===== src/design/lkvt_pkg.sv =====
// Shared types and codes of the linear key/value table.
// Used by linear_key_value_table_top and the testbench; depends on nothing else.
package lkvt_pkg;

  typedef enum logic [2:0] {
    K_PUT     = 3'd0,
    K_GET     = 3'd1,
    K_REMOVE  = 3'd2,
    K_REPLACE = 3'd3,
    K_HAS_KEY = 3'd4,
    K_HAS_VAL = 3'd5,
    K_CLEAR   = 3'd6,
    K_PEEK    = 3'd7
  } kind_t;

  localparam logic [1:0] ST_DONE  = 2'd0;
  localparam logic [1:0] ST_MATCH = 2'd1;
  localparam logic [1:0] ST_MISS  = 2'd2;
  localparam logic [1:0] ST_FULL  = 2'd3;

  typedef struct packed {
    kind_t              kind;
    logic signed [31:0] key;
    logic [31:0]        value;
    logic [5:0]         index;
  } req_t;

  typedef struct packed {
    logic        hit;
    logic [31:0] data_out;
    logic [1:0]  status;
    logic [5:0]  entry_count;
  } rsp_t;

endpackage


===== src/design/linear_key_value_table_top.sv =====
// Top level of the linear key/value table: sequencer, key and value memories.
// Depends on lkvt_pkg.
//
// Channel   Direction  Handshake               Payload
// request   in         start high, busy low    req (lkvt_pkg::req_t)
// response  out        done strobe, one cycle  rsp (lkvt_pkg::rsp_t)
//
// A scan reads one slot per cycle from the memories and compares it in the following
// cycle, until a match or the end of the fill count ends the search.
// Remove on a hit then fetches the last entry in S_LAST and moves it into the freed slot.
// Peek is answered from S_PEEK; clear stops the scan at once and empties the table.
// Reset is synchronous and empties the table; memory contents are kept.
// The receiver cannot stall: each result is shown for one cycle with done high.
module linear_key_value_table_top #(
  parameter int CAPACITY = 32
) (
  input  logic            clk,
  input  logic            rst,
  input  logic            start,
  output logic            busy,
  input  lkvt_pkg::req_t  req,
  output logic            done,
  output lkvt_pkg::rsp_t  rsp
);
  import lkvt_pkg::*;

  localparam int AW = (CAPACITY > 1) ? $clog2(CAPACITY) : 1;
  localparam int CW = $clog2(CAPACITY + 1);

  typedef enum logic [3:0] {
    S_IDLE = 4'b0001,
    S_SCAN = 4'b0010,
    S_PEEK = 4'b0100,
    S_LAST = 4'b1000
  } state_t;

  state_t          state, state_next;
  req_t            cur, cur_next;
  logic [CW-1:0]   fill, fill_next;
  logic [CW-1:0]   ptr, ptr_next;
  logic            cmp_vld, cmp_vld_next;
  logic [AW-1:0]   cmp_addr, cmp_addr_next;
  logic [AW-1:0]   slot, slot_next;
  logic [31:0]     hold, hold_next;
  logic            done_next;
  rsp_t            rsp_next;

  logic [31:0]     key_mem [CAPACITY];
  logic [31:0]     val_mem [CAPACITY];
  logic [31:0]     rd_key, rd_val;
  logic [AW-1:0]   rd_addr, wr_addr;
  logic [31:0]     wr_key, wr_val;
  logic            key_we, val_we;

  logic            accept, match_cond, match, exhausted, scan_stop;

  assign accept = start && !busy;
  assign busy   = (state != S_IDLE);

  always_comb begin
    case (cur.kind)
      K_HAS_KEY: match_cond = (rd_key != 32'd0) && (rd_key == $unsigned(cur.key));
      K_HAS_VAL: match_cond = (rd_key != 32'd0) && (rd_val == cur.value);
      default:   match_cond = (rd_key == $unsigned(cur.key));
    endcase
  end

  assign match     = cmp_vld && match_cond;
  assign exhausted = !cmp_vld && (ptr >= fill);
  assign scan_stop = (cur.kind == K_CLEAR) ||
                     ((cur.kind == K_HAS_VAL) && (cur.value == 32'd0));

  always_comb begin
    state_next    = state;
    cur_next      = cur;
    fill_next     = fill;
    ptr_next      = ptr;
    cmp_vld_next  = 1'b0;
    cmp_addr_next = cmp_addr;
    slot_next     = slot;
    hold_next     = hold;
    done_next     = 1'b0;
    rsp_next      = rsp;
    rd_addr       = ptr[AW-1:0];
    wr_addr       = cmp_addr;
    wr_key        = $unsigned(cur.key);
    wr_val        = cur.value;
    key_we        = 1'b0;
    val_we        = 1'b0;

    case (state)
      S_IDLE: begin
        rd_addr = AW'(req.index);
        if (accept) begin
          cur_next = req;
          ptr_next = '0;
          state_next = (req.kind == K_PEEK) ? S_PEEK : S_SCAN;
        end
      end
      S_SCAN: begin
        rsp_next.hit      = 1'b0;
        rsp_next.data_out = 32'd0;
        rsp_next.status   = ST_MISS;
        if (scan_stop) begin
          done_next = 1'b1;
          state_next = S_IDLE;
          if (cur.kind == K_CLEAR) begin
            fill_next = '0;
            rsp_next.status = ST_DONE;
          end
        end else if (match) begin
          rsp_next.hit    = 1'b1;
          rsp_next.status = ST_MATCH;
          case (cur.kind)
            K_PUT, K_REPLACE: begin
              rsp_next.data_out = rd_val;
              val_we = 1'b1;
              done_next = 1'b1;
              state_next = S_IDLE;
            end
            K_GET: begin
              rsp_next.data_out = rd_val;
              done_next = 1'b1;
              state_next = S_IDLE;
            end
            K_REMOVE: begin
              rd_addr = AW'(fill - 1'b1);
              slot_next = cmp_addr;
              hold_next = rd_val;
              state_next = S_LAST;
            end
            default: begin
              done_next = 1'b1;
              state_next = S_IDLE;
            end
          endcase
        end else if (exhausted) begin
          done_next = 1'b1;
          state_next = S_IDLE;
          if (cur.kind == K_PUT) begin
            if (32'(fill) >= 32'(CAPACITY)) begin
              rsp_next.data_out = cur.value;
              rsp_next.status   = ST_FULL;
            end else begin
              wr_addr = AW'(fill);
              key_we = 1'b1;
              val_we = 1'b1;
              fill_next = fill + 1'b1;
              rsp_next.status = ST_DONE;
            end
          end
        end else if (ptr < fill) begin
          cmp_vld_next  = 1'b1;
          cmp_addr_next = ptr[AW-1:0];
          ptr_next      = ptr + 1'b1;
        end
      end
      S_PEEK: begin
        done_next = 1'b1;
        state_next = S_IDLE;
        if (32'(cur.index) < 32'(fill)) begin
          rsp_next.hit      = 1'b1;
          rsp_next.data_out = rd_val;
          rsp_next.status   = ST_MATCH;
        end else begin
          rsp_next.hit      = 1'b0;
          rsp_next.data_out = 32'd0;
          rsp_next.status   = ST_MISS;
        end
      end
      S_LAST: begin
        wr_addr = slot;
        wr_key  = rd_key;
        wr_val  = rd_val;
        key_we  = 1'b1;
        val_we  = 1'b1;
        fill_next = fill - 1'b1;
        rsp_next.hit      = 1'b1;
        rsp_next.data_out = hold;
        rsp_next.status   = ST_MATCH;
        done_next = 1'b1;
        state_next = S_IDLE;
      end
      default: begin
        state_next = S_IDLE;
      end
    endcase
    rsp_next.entry_count = 6'(fill_next);
  end

  always_ff @(posedge clk) begin
    if (key_we) key_mem[wr_addr] <= wr_key;
    if (val_we) val_mem[wr_addr] <= wr_val;
    rd_key <= key_mem[rd_addr];
    rd_val <= val_mem[rd_addr];
  end

  always_ff @(posedge clk) begin
    if (rst) begin
      state   <= S_IDLE;
      fill    <= '0;
      ptr     <= '0;
      cmp_vld <= 1'b0;
      done    <= 1'b0;
    end else begin
      state   <= state_next;
      fill    <= fill_next;
      ptr     <= ptr_next;
      cmp_vld <= cmp_vld_next;
      done    <= done_next;
    end
  end

  always_ff @(posedge clk) begin
    cur      <= cur_next;
    cmp_addr <= cmp_addr_next;
    slot     <= slot_next;
    hold     <= hold_next;
    rsp      <= rsp_next;
  end

  a_done_idle: assert property (@(posedge clk) disable iff (rst) done |-> !busy)
    else $error("Result strobe while the sequencer is still busy.");

  a_accept_busy: assert property (@(posedge clk) disable iff (rst)
    (start && !busy) |=> busy)
    else $error("An accepted item did not make the block busy.");

  a_fill_range: assert property (@(posedge clk) disable iff (rst)
    32'(fill) <= 32'(CAPACITY))
    else $error("Fill count beyond capacity.");

  a_full_status: assert property (@(posedge clk) disable iff (rst)
    (done && (rsp.status == ST_FULL)) |-> (32'(fill) == 32'(CAPACITY)))
    else $error("Full status reported while the table has room.");

  a_remove_nonempty: assert property (@(posedge clk) disable iff (rst)
    (state == S_LAST) |-> (fill != '0))
    else $error("Remove write-back with an empty table.");

endmodule


===== config.mk =====
export PLATFORM = sky130hd
export DESIGN_NAME = linear_key_value_table_top
export DESIGN_NICKNAME = d
export VERILOG_FILES = /design/src/design/lkvt_pkg.sv /design/src/design/linear_key_value_table_top.sv
export SDC_FILE = /design/constraint.sdc
export NUM_CORES = 2
export LEC_CHECK = 0
export BUFFER_PORTS_ARGS = -buffer_cell sky130_fd_sc_hd__buf_2
export CORE_AREA = 8 8 391 470
export DETAILED_ROUTE_END_ITERATION = 12
export DIE_AREA = 0 0 399 478
export GPL_TIMING_DRIVEN = 1
export PLACE_DENSITY = 0.76
export REMOVE_ABC_BUFFERS = 1
export SYNTH_ARGS = -nofsm -noshare
export SYNTH_HDL_FRONTEND = slang
export SYNTH_SLANG_ARGS = --single-unit

===== constraint.sdc =====
create_clock -name clk -period 11 [get_ports clk]
set_input_delay 2.2 -clock clk [delete_from_list [all_inputs] [get_ports clk]]
set_output_delay 2.2 -clock clk [all_outputs]
set_load 0.02 [all_outputs]

; Yosys cells after proc, flatten, opt, wreduce, memory -nomap -nowiden
; Memory sizes are Yosys's and may differ from the RTL's. A register that Yosys moved wholly into a read port is not among the register bits.
; Cells that the tools add are included.
[totals]
output_inout_bits = 43
elab_cells = 137
memories = 2
ramBits = 2048
inputBits = 76
regBits = 174
[mem_list]
columns = memory, words, width, rd, rd_ports_with_merged_regs, write_ports, line
row1 = key_mem, 32, 32, 1, 1, 1, linear_key_value_table_top.sv:48  ; logic [31:0] key_mem [CAPACITY];
row2 = val_mem, 32, 32, 1, 1, 1, linear_key_value_table_top.sv:49  ; logic [31:0] val_mem [CAPACITY];
[classes]
add_sub_neg = 3
n_bitwise = 4
n_mux = 65
order_cmp = 4
n_eq_ne = 20
reduce_logical = 23
[op_table]
columns = cell, n
row1 = two-way mux 32 bit, 4
row2 = one-hot mux 35 bit (3 select lines), 1
row3 = two-way mux 34 bit, 3
row4 = two-way mux 6 bit, 11
row5 = == test 32 bit, 2
row6 = two-way mux 5 bit, 8
row7 = two-way mux 35 bit, 1
row8 = two-way mux 33 bit, 1
row9 = zero test 32 bit, 1
row10 = nonzero test 32 bit, 1
row11 = one-hot mux 6 bit (2 select lines), 2
row12 = two-way mux 4 bit, 5
row13 = one-hot mux 5 bit (2 select lines), 2
row14 = two-way mux 1 bit, 18
row15 = adder 6 x 1 -> 6 bit (second input constant), 2
row16 = == test 3 bit (second input constant), 4
row17 = less-than comparator 6 bit, 2
row18 = != test 2 bit (second input constant), 5
row19 = one-hot mux 1 bit (2 select lines), 4
row20 = one-hot mux 4 bit (2 select lines), 1
row21 = == test 3 x 2 -> 1 bit (second input constant), 2
row22 = greater-or-equal comparator 6 bit, 1
row23 = greater-or-equal comparator 6 bit (second input constant), 1
row24 = logical AND 1 bit, 6
row25 = other kinds (23), 31

; Logic depth before layout (Yosys ltp)
[depth]
word_depth = 9
depth_mapped = 15
mapped_depth_nobuf = 12

; Worst setup path after synthesis
; OpenSTA, ideal clock, no wires.
[synth_path]
path_type = register -> register
startpoint = register fill[3]
endpoint = memory val_mem[22][0], enable pin
arrival_ps = 4203
required_ps = 10579
setup_ps = 421
synth_period_minus_slack_ps = 4624
stages_incl_launch_ff = 14
path_slack_ps = 6376
path_cell_list = dfxtp_1 > clkbuf_1 > inv_1 > ha_1 > a21o_1 > a21o_1 > a21oi_1 > a211oi_1 > and3_1 > clkbuf_1 > or2_2 > o21ai_1 > nand3_1 > nor2_1
[synth_between]
elab_chain_len = 9
elab_cells_between_ends = 17
cone_classes = order compare (2) / mux (14) / reduce/logical (1)
[synth_lines]
columns = element, line
row1 = from (decl), linear_key_value_table_top.sv:39  ; logic [CW-1:0] fill, fill_next;
row2 = from (signal assigned), linear_key_value_table_top.sv:207  ; fill <= fill_next;
row3 = greater-or-equal comparator 6 bit, linear_key_value_table_top.sv:141  ; if (32'(fill) >= 32'(CAPACITY)) begin
row4 = two-way mux 1 bit, linear_key_value_table_top.sv:141
row5 = two-way mux 1 bit, linear_key_value_table_top.sv:140  ; if (cur.kind == K_PUT) begin
row6 = two-way mux 1 bit, linear_key_value_table_top.sv:137  ; end else if (exhausted) begin
row7 = two-way mux 1 bit, linear_key_value_table_top.sv:111  ; end else if (match) begin
row8 = two-way mux 1 bit, linear_key_value_table_top.sv:104  ; if (scan_stop) begin
row9 = one-hot mux 1 bit (2 select lines), linear_key_value_table_top.sv:91  ; case (state)
row10 = two-way mux 1 bit, linear_key_value_table_top.sv:193  ; if (val_we) val_mem[wr_addr] <= wr_val;
row11 = two-way mux 1 bit (implied by the code), linear_key_value_table_top.sv:193
row12 = to (decl), linear_key_value_table_top.sv:49
; Parallel ways exist; a longest one is shown, timed or not.

; Final worst setup path
[layout_path]
startpoint = register cur[71] (netlist bit)
endpoint = memory val_mem[23][5], enable pin
[layout_between]
elab_chain_len = 8
elab_cells_between_ends = 23
cone_classes = eq/ne (4) / mux (14) / reduce/logical (5)
[layout_lines]
columns = element, line
row1 = from (decl), linear_key_value_table_top.sv:38  ; req_t cur, cur_next;
row2 = from (signal assigned), linear_key_value_table_top.sv:215  ; cur <= cur_next;
row3 = "== test 3 bit, or another cell as far along", "linear_key_value_table_top.sv:61, linear_key_value_table_top.sv:71"
row4 = "one-hot mux 1 bit (2 select lines), or another cell as far along", linear_key_value_table_top.sv:61  ; case (cur.kind)
row5 = "logical AND 1 bit, or another cell as far along", linear_key_value_table_top.sv:68  ; assign match = cmp_vld && match_cond;
row6 = two-way mux 1 bit, linear_key_value_table_top.sv:111
row7 = two-way mux 1 bit, linear_key_value_table_top.sv:104
row8 = one-hot mux 1 bit (2 select lines), linear_key_value_table_top.sv:91
row9 = two-way mux 1 bit, linear_key_value_table_top.sv:193
row10 = two-way mux 1 bit (implied by the code), linear_key_value_table_top.sv:193
; Parallel ways exist; a longest one is shown, timed or not.

==> metrics.cfg <==
[floorplan]
dieArea_um2 = 191000
rows = 169
io_pins = 119
dieWidth_um = 399
die_h_um = 478
start_util = 0.507
fp.coreArea_um2 = 176000

[yosys]
async_flop_share = 0
synth_seq_cells = 2286
ys_top_cells_by_area = edfxtp_1 74%, nand2_1 5.6%, mux2i_1 5.4%
syn_area_um2 = 89200
synth_most_common_cell = edfxtp_1
synthSimpleGateAreaFrac = 0.0856
ys_warn_count = 0
synth.area.mux_share = 0.0548
yosys.area_share.adder = 0.00196
ys_seq_area_frac = 0.760
synth_edf_count = 2198
avgSynthCellArea_um2 = 15.1
synth.distinct_cells = 67
synth-xor-area-share = 0.00727
yosys.area.top_type = edfxtp_1
ys_top_cells_by_count = 2,198 x edfxtp_1, 1,322 x nand2_1, 481 x mux2i_1, 352 x a32oi_1, 257 x nand3_1
synth.top_cell.area_share = 0.740
synth_compound_area_frac = 0.0715
netlist_instances = 5895
synth_top_family_by_area = simple AND/OR/NAND/NOR gates
synth_ff_type = edfxtp_1

[hold_path]
hp-class = reg2reg

[setup_path]
slowest_delay_ns = 0.74
rrSetupSlack_ns = 4.76
required_ns = 11.45
crit_top_cell = buf_4
slowest_stage = nor2_4
path_cells = and3b_1, nand3_1, nor4_1, nand4_1, a21oi_4, buf_4, a21oi_1, o21ai_0, and2_1, nand2_1, nor2_4, buf_4
setup.worst_path.start_class = flip-flop
worst-setup-path-type = reg2reg
path_max_fanout = 70
crit_arrival_ns = 6.70
endpoint_kind = flip-flop

[routing]
ant_nets = 0
viasPerCell = 6.41
drt_first_iter_violations = 8750
wire_per_inst_um = 28.9
dr.pass1.iters = 9
drc = 0
routed-via-count = 54300
wl_um = 245000

[sta]
worst_slew_pin_slew_ns = 1.27
max_freq_mhz = 160
fin_crit_sh = 0.567
slew_headroom = 0.152
hold_viol_final = 0
slew_viol_final = 0
clock_skew_ns = 0.0594
fin_crit_ns = 6.24
rsz0062_at_grt = no
finalSetupViolCount = 0

[grt]
grt_usage = 0.247
grt_pass1_wl_um = 348000
grt_overflow = 0
grt_pass1_vias = 52700
antenna_found_initial = 4
grt_max_degree = 177

[power_and_ir_drop]
power_density_nw_per_um2 = 185
vdd_drop_max_mv = 0.198
leakage_uw = 0.0324
switchingPower_uw = 4280
seqPwrFrac = 0.537
clkPwrFrac = 0.391
p_comb_frac = 0.072
p_int_uw = 14100
finalPower_uw = 18300
p_sw_frac = 0.233

[cells_and_area]
fin_nets = 6059
num-fill-cells = 13000
utilization = 0.565
syn2layout_area_growth_pct = 11.4
final_area_um2 = 99300
layoutNonFillerInstCount = 8467
drive_gt1_frac = 0.103

[clocking]
root_buffer = clkbuf_16
cts_made_buffers = 213
clk_latency_ns = 0.86
htreeDepth = 4
cts_sinks = 2286
postCtsSetupRepairBufs = 0
cts_resized = 0
cts_tree = done
cts_hold_buf = 0
path_clk_slew_ns = 0.06
cts_buffer_depth = 3

[placement]
dp_cells = 8062
dp_hpwl_um = 120000
place_area_um2 = 92500
globalplace.congestion = 0.909
portBuffers = 118

[job]
drv_cap = 0

[outcome]
outcome = complete, no violations

through the flow:
stage | hold WS (ns) | TNS, ns | setup WS (ns)
2_1_floorplan | 0.426 | -837.36 | -15.07
3_3_place_gp | 0.443 | 0 | 4.81
3_5_place_dp | 0.446 | 0 | 4.71
4_1_cts | 0.462 | 0 | 5.02
5_1_grt | 0.471 | 0 | 4.61
6_report | 0.465 | 0 | 4.76
worst paths after layout:
path | from | endpoint | cells past startpoint
worst min-delay path | cmp_addr[2]$_DFFE_PP_ | slot[2]$_DFFE_PP_ | 0
worst max-delay path | cur[71]$_DFFE_PP_ | val_mem[23][5]$_DFFE_PP_ | 12
worst max register to register | cur[71]$_DFFE_PP_ | val_mem[23][5]$_DFFE_PP_ | 12
worst min register to register | cmp_addr[2]$_DFFE_PP_ | slot[2]$_DFFE_PP_ | 0
sequential cells by signal, summed over array words and instances (netlist names), 6 cells and up:
register and flops:
val_mem 1024, hold 32, rsp 41, fill 6
rd_val 32, rd_key 32, cur 73, ptr 6
key_mem 1024
cell type report:
type,count,area (um^2),share of cell area
Inverter,18,68.8,0.000693
Antenna cell,4,10.0,0.000101
Multi-Input combinational cell,3222,20300,0.204
Timing Repair Buffer,228,1480,0.0149
Clock inverter,93,928,0.00934
Sequential cell,2286,67800,0.682
Clock buffer,308,5920,0.0596
Tap cell,2308,2890,0.0291
per-layer routing:
layer	vias to the layer above	wire [um]	global-route usage
met2	3979	112000	0.384
met5	-	13	0
met1	26700	88700	0.329
met3	732	32300	0.0662
li1	22900	-	-
met4	2	11500	0.105
logic make-up (layout without fill, tap and decap cells):
group	after synthesis	count (layout)
adders and majority gates	14	14
other	0	4
buffers and inverters	387	647
muxes	486	486
DFF	2286	2286
xor gates and xnor gates	74	74
and+or+nand+nor	1831	1831
AOI/OAI and AO/OA	817	817
critical path: cells and delay by family, from the launching register on:
kind	cells	cell delay, ns
flops	1	0.56
compound gates	3	0.94
buf+inv	2	1.21
simple gates	7	3.07
layout by cell type (no fill, tap or decap), types with 61 or more instances in the layout:
cell type,instances
edfxtp_1,2198
nand2_1,1320
mux2i_1,480
a32oi_1,352
nand3_1,257
clkbuf_16,214
a31oi_1,158
buf_2,118
buf_4,105
dfxtp_1,88
clkbuf_1,73
a211oi_1,69
nor2_4,67
xnor2_1,61
a221oi_1,61
power groups by stage:
stage	registers [uW]	clock network [uW]	logic, uW
final	9850	7160	1330
after detailed placement	10000	0	1290
after global routing	9840	7540	1400
after floorplan	9910	0	1390
after global placement	10000	0	1250
after CTS	9840	7200	1300
Power figures use the tool's default switching activity.
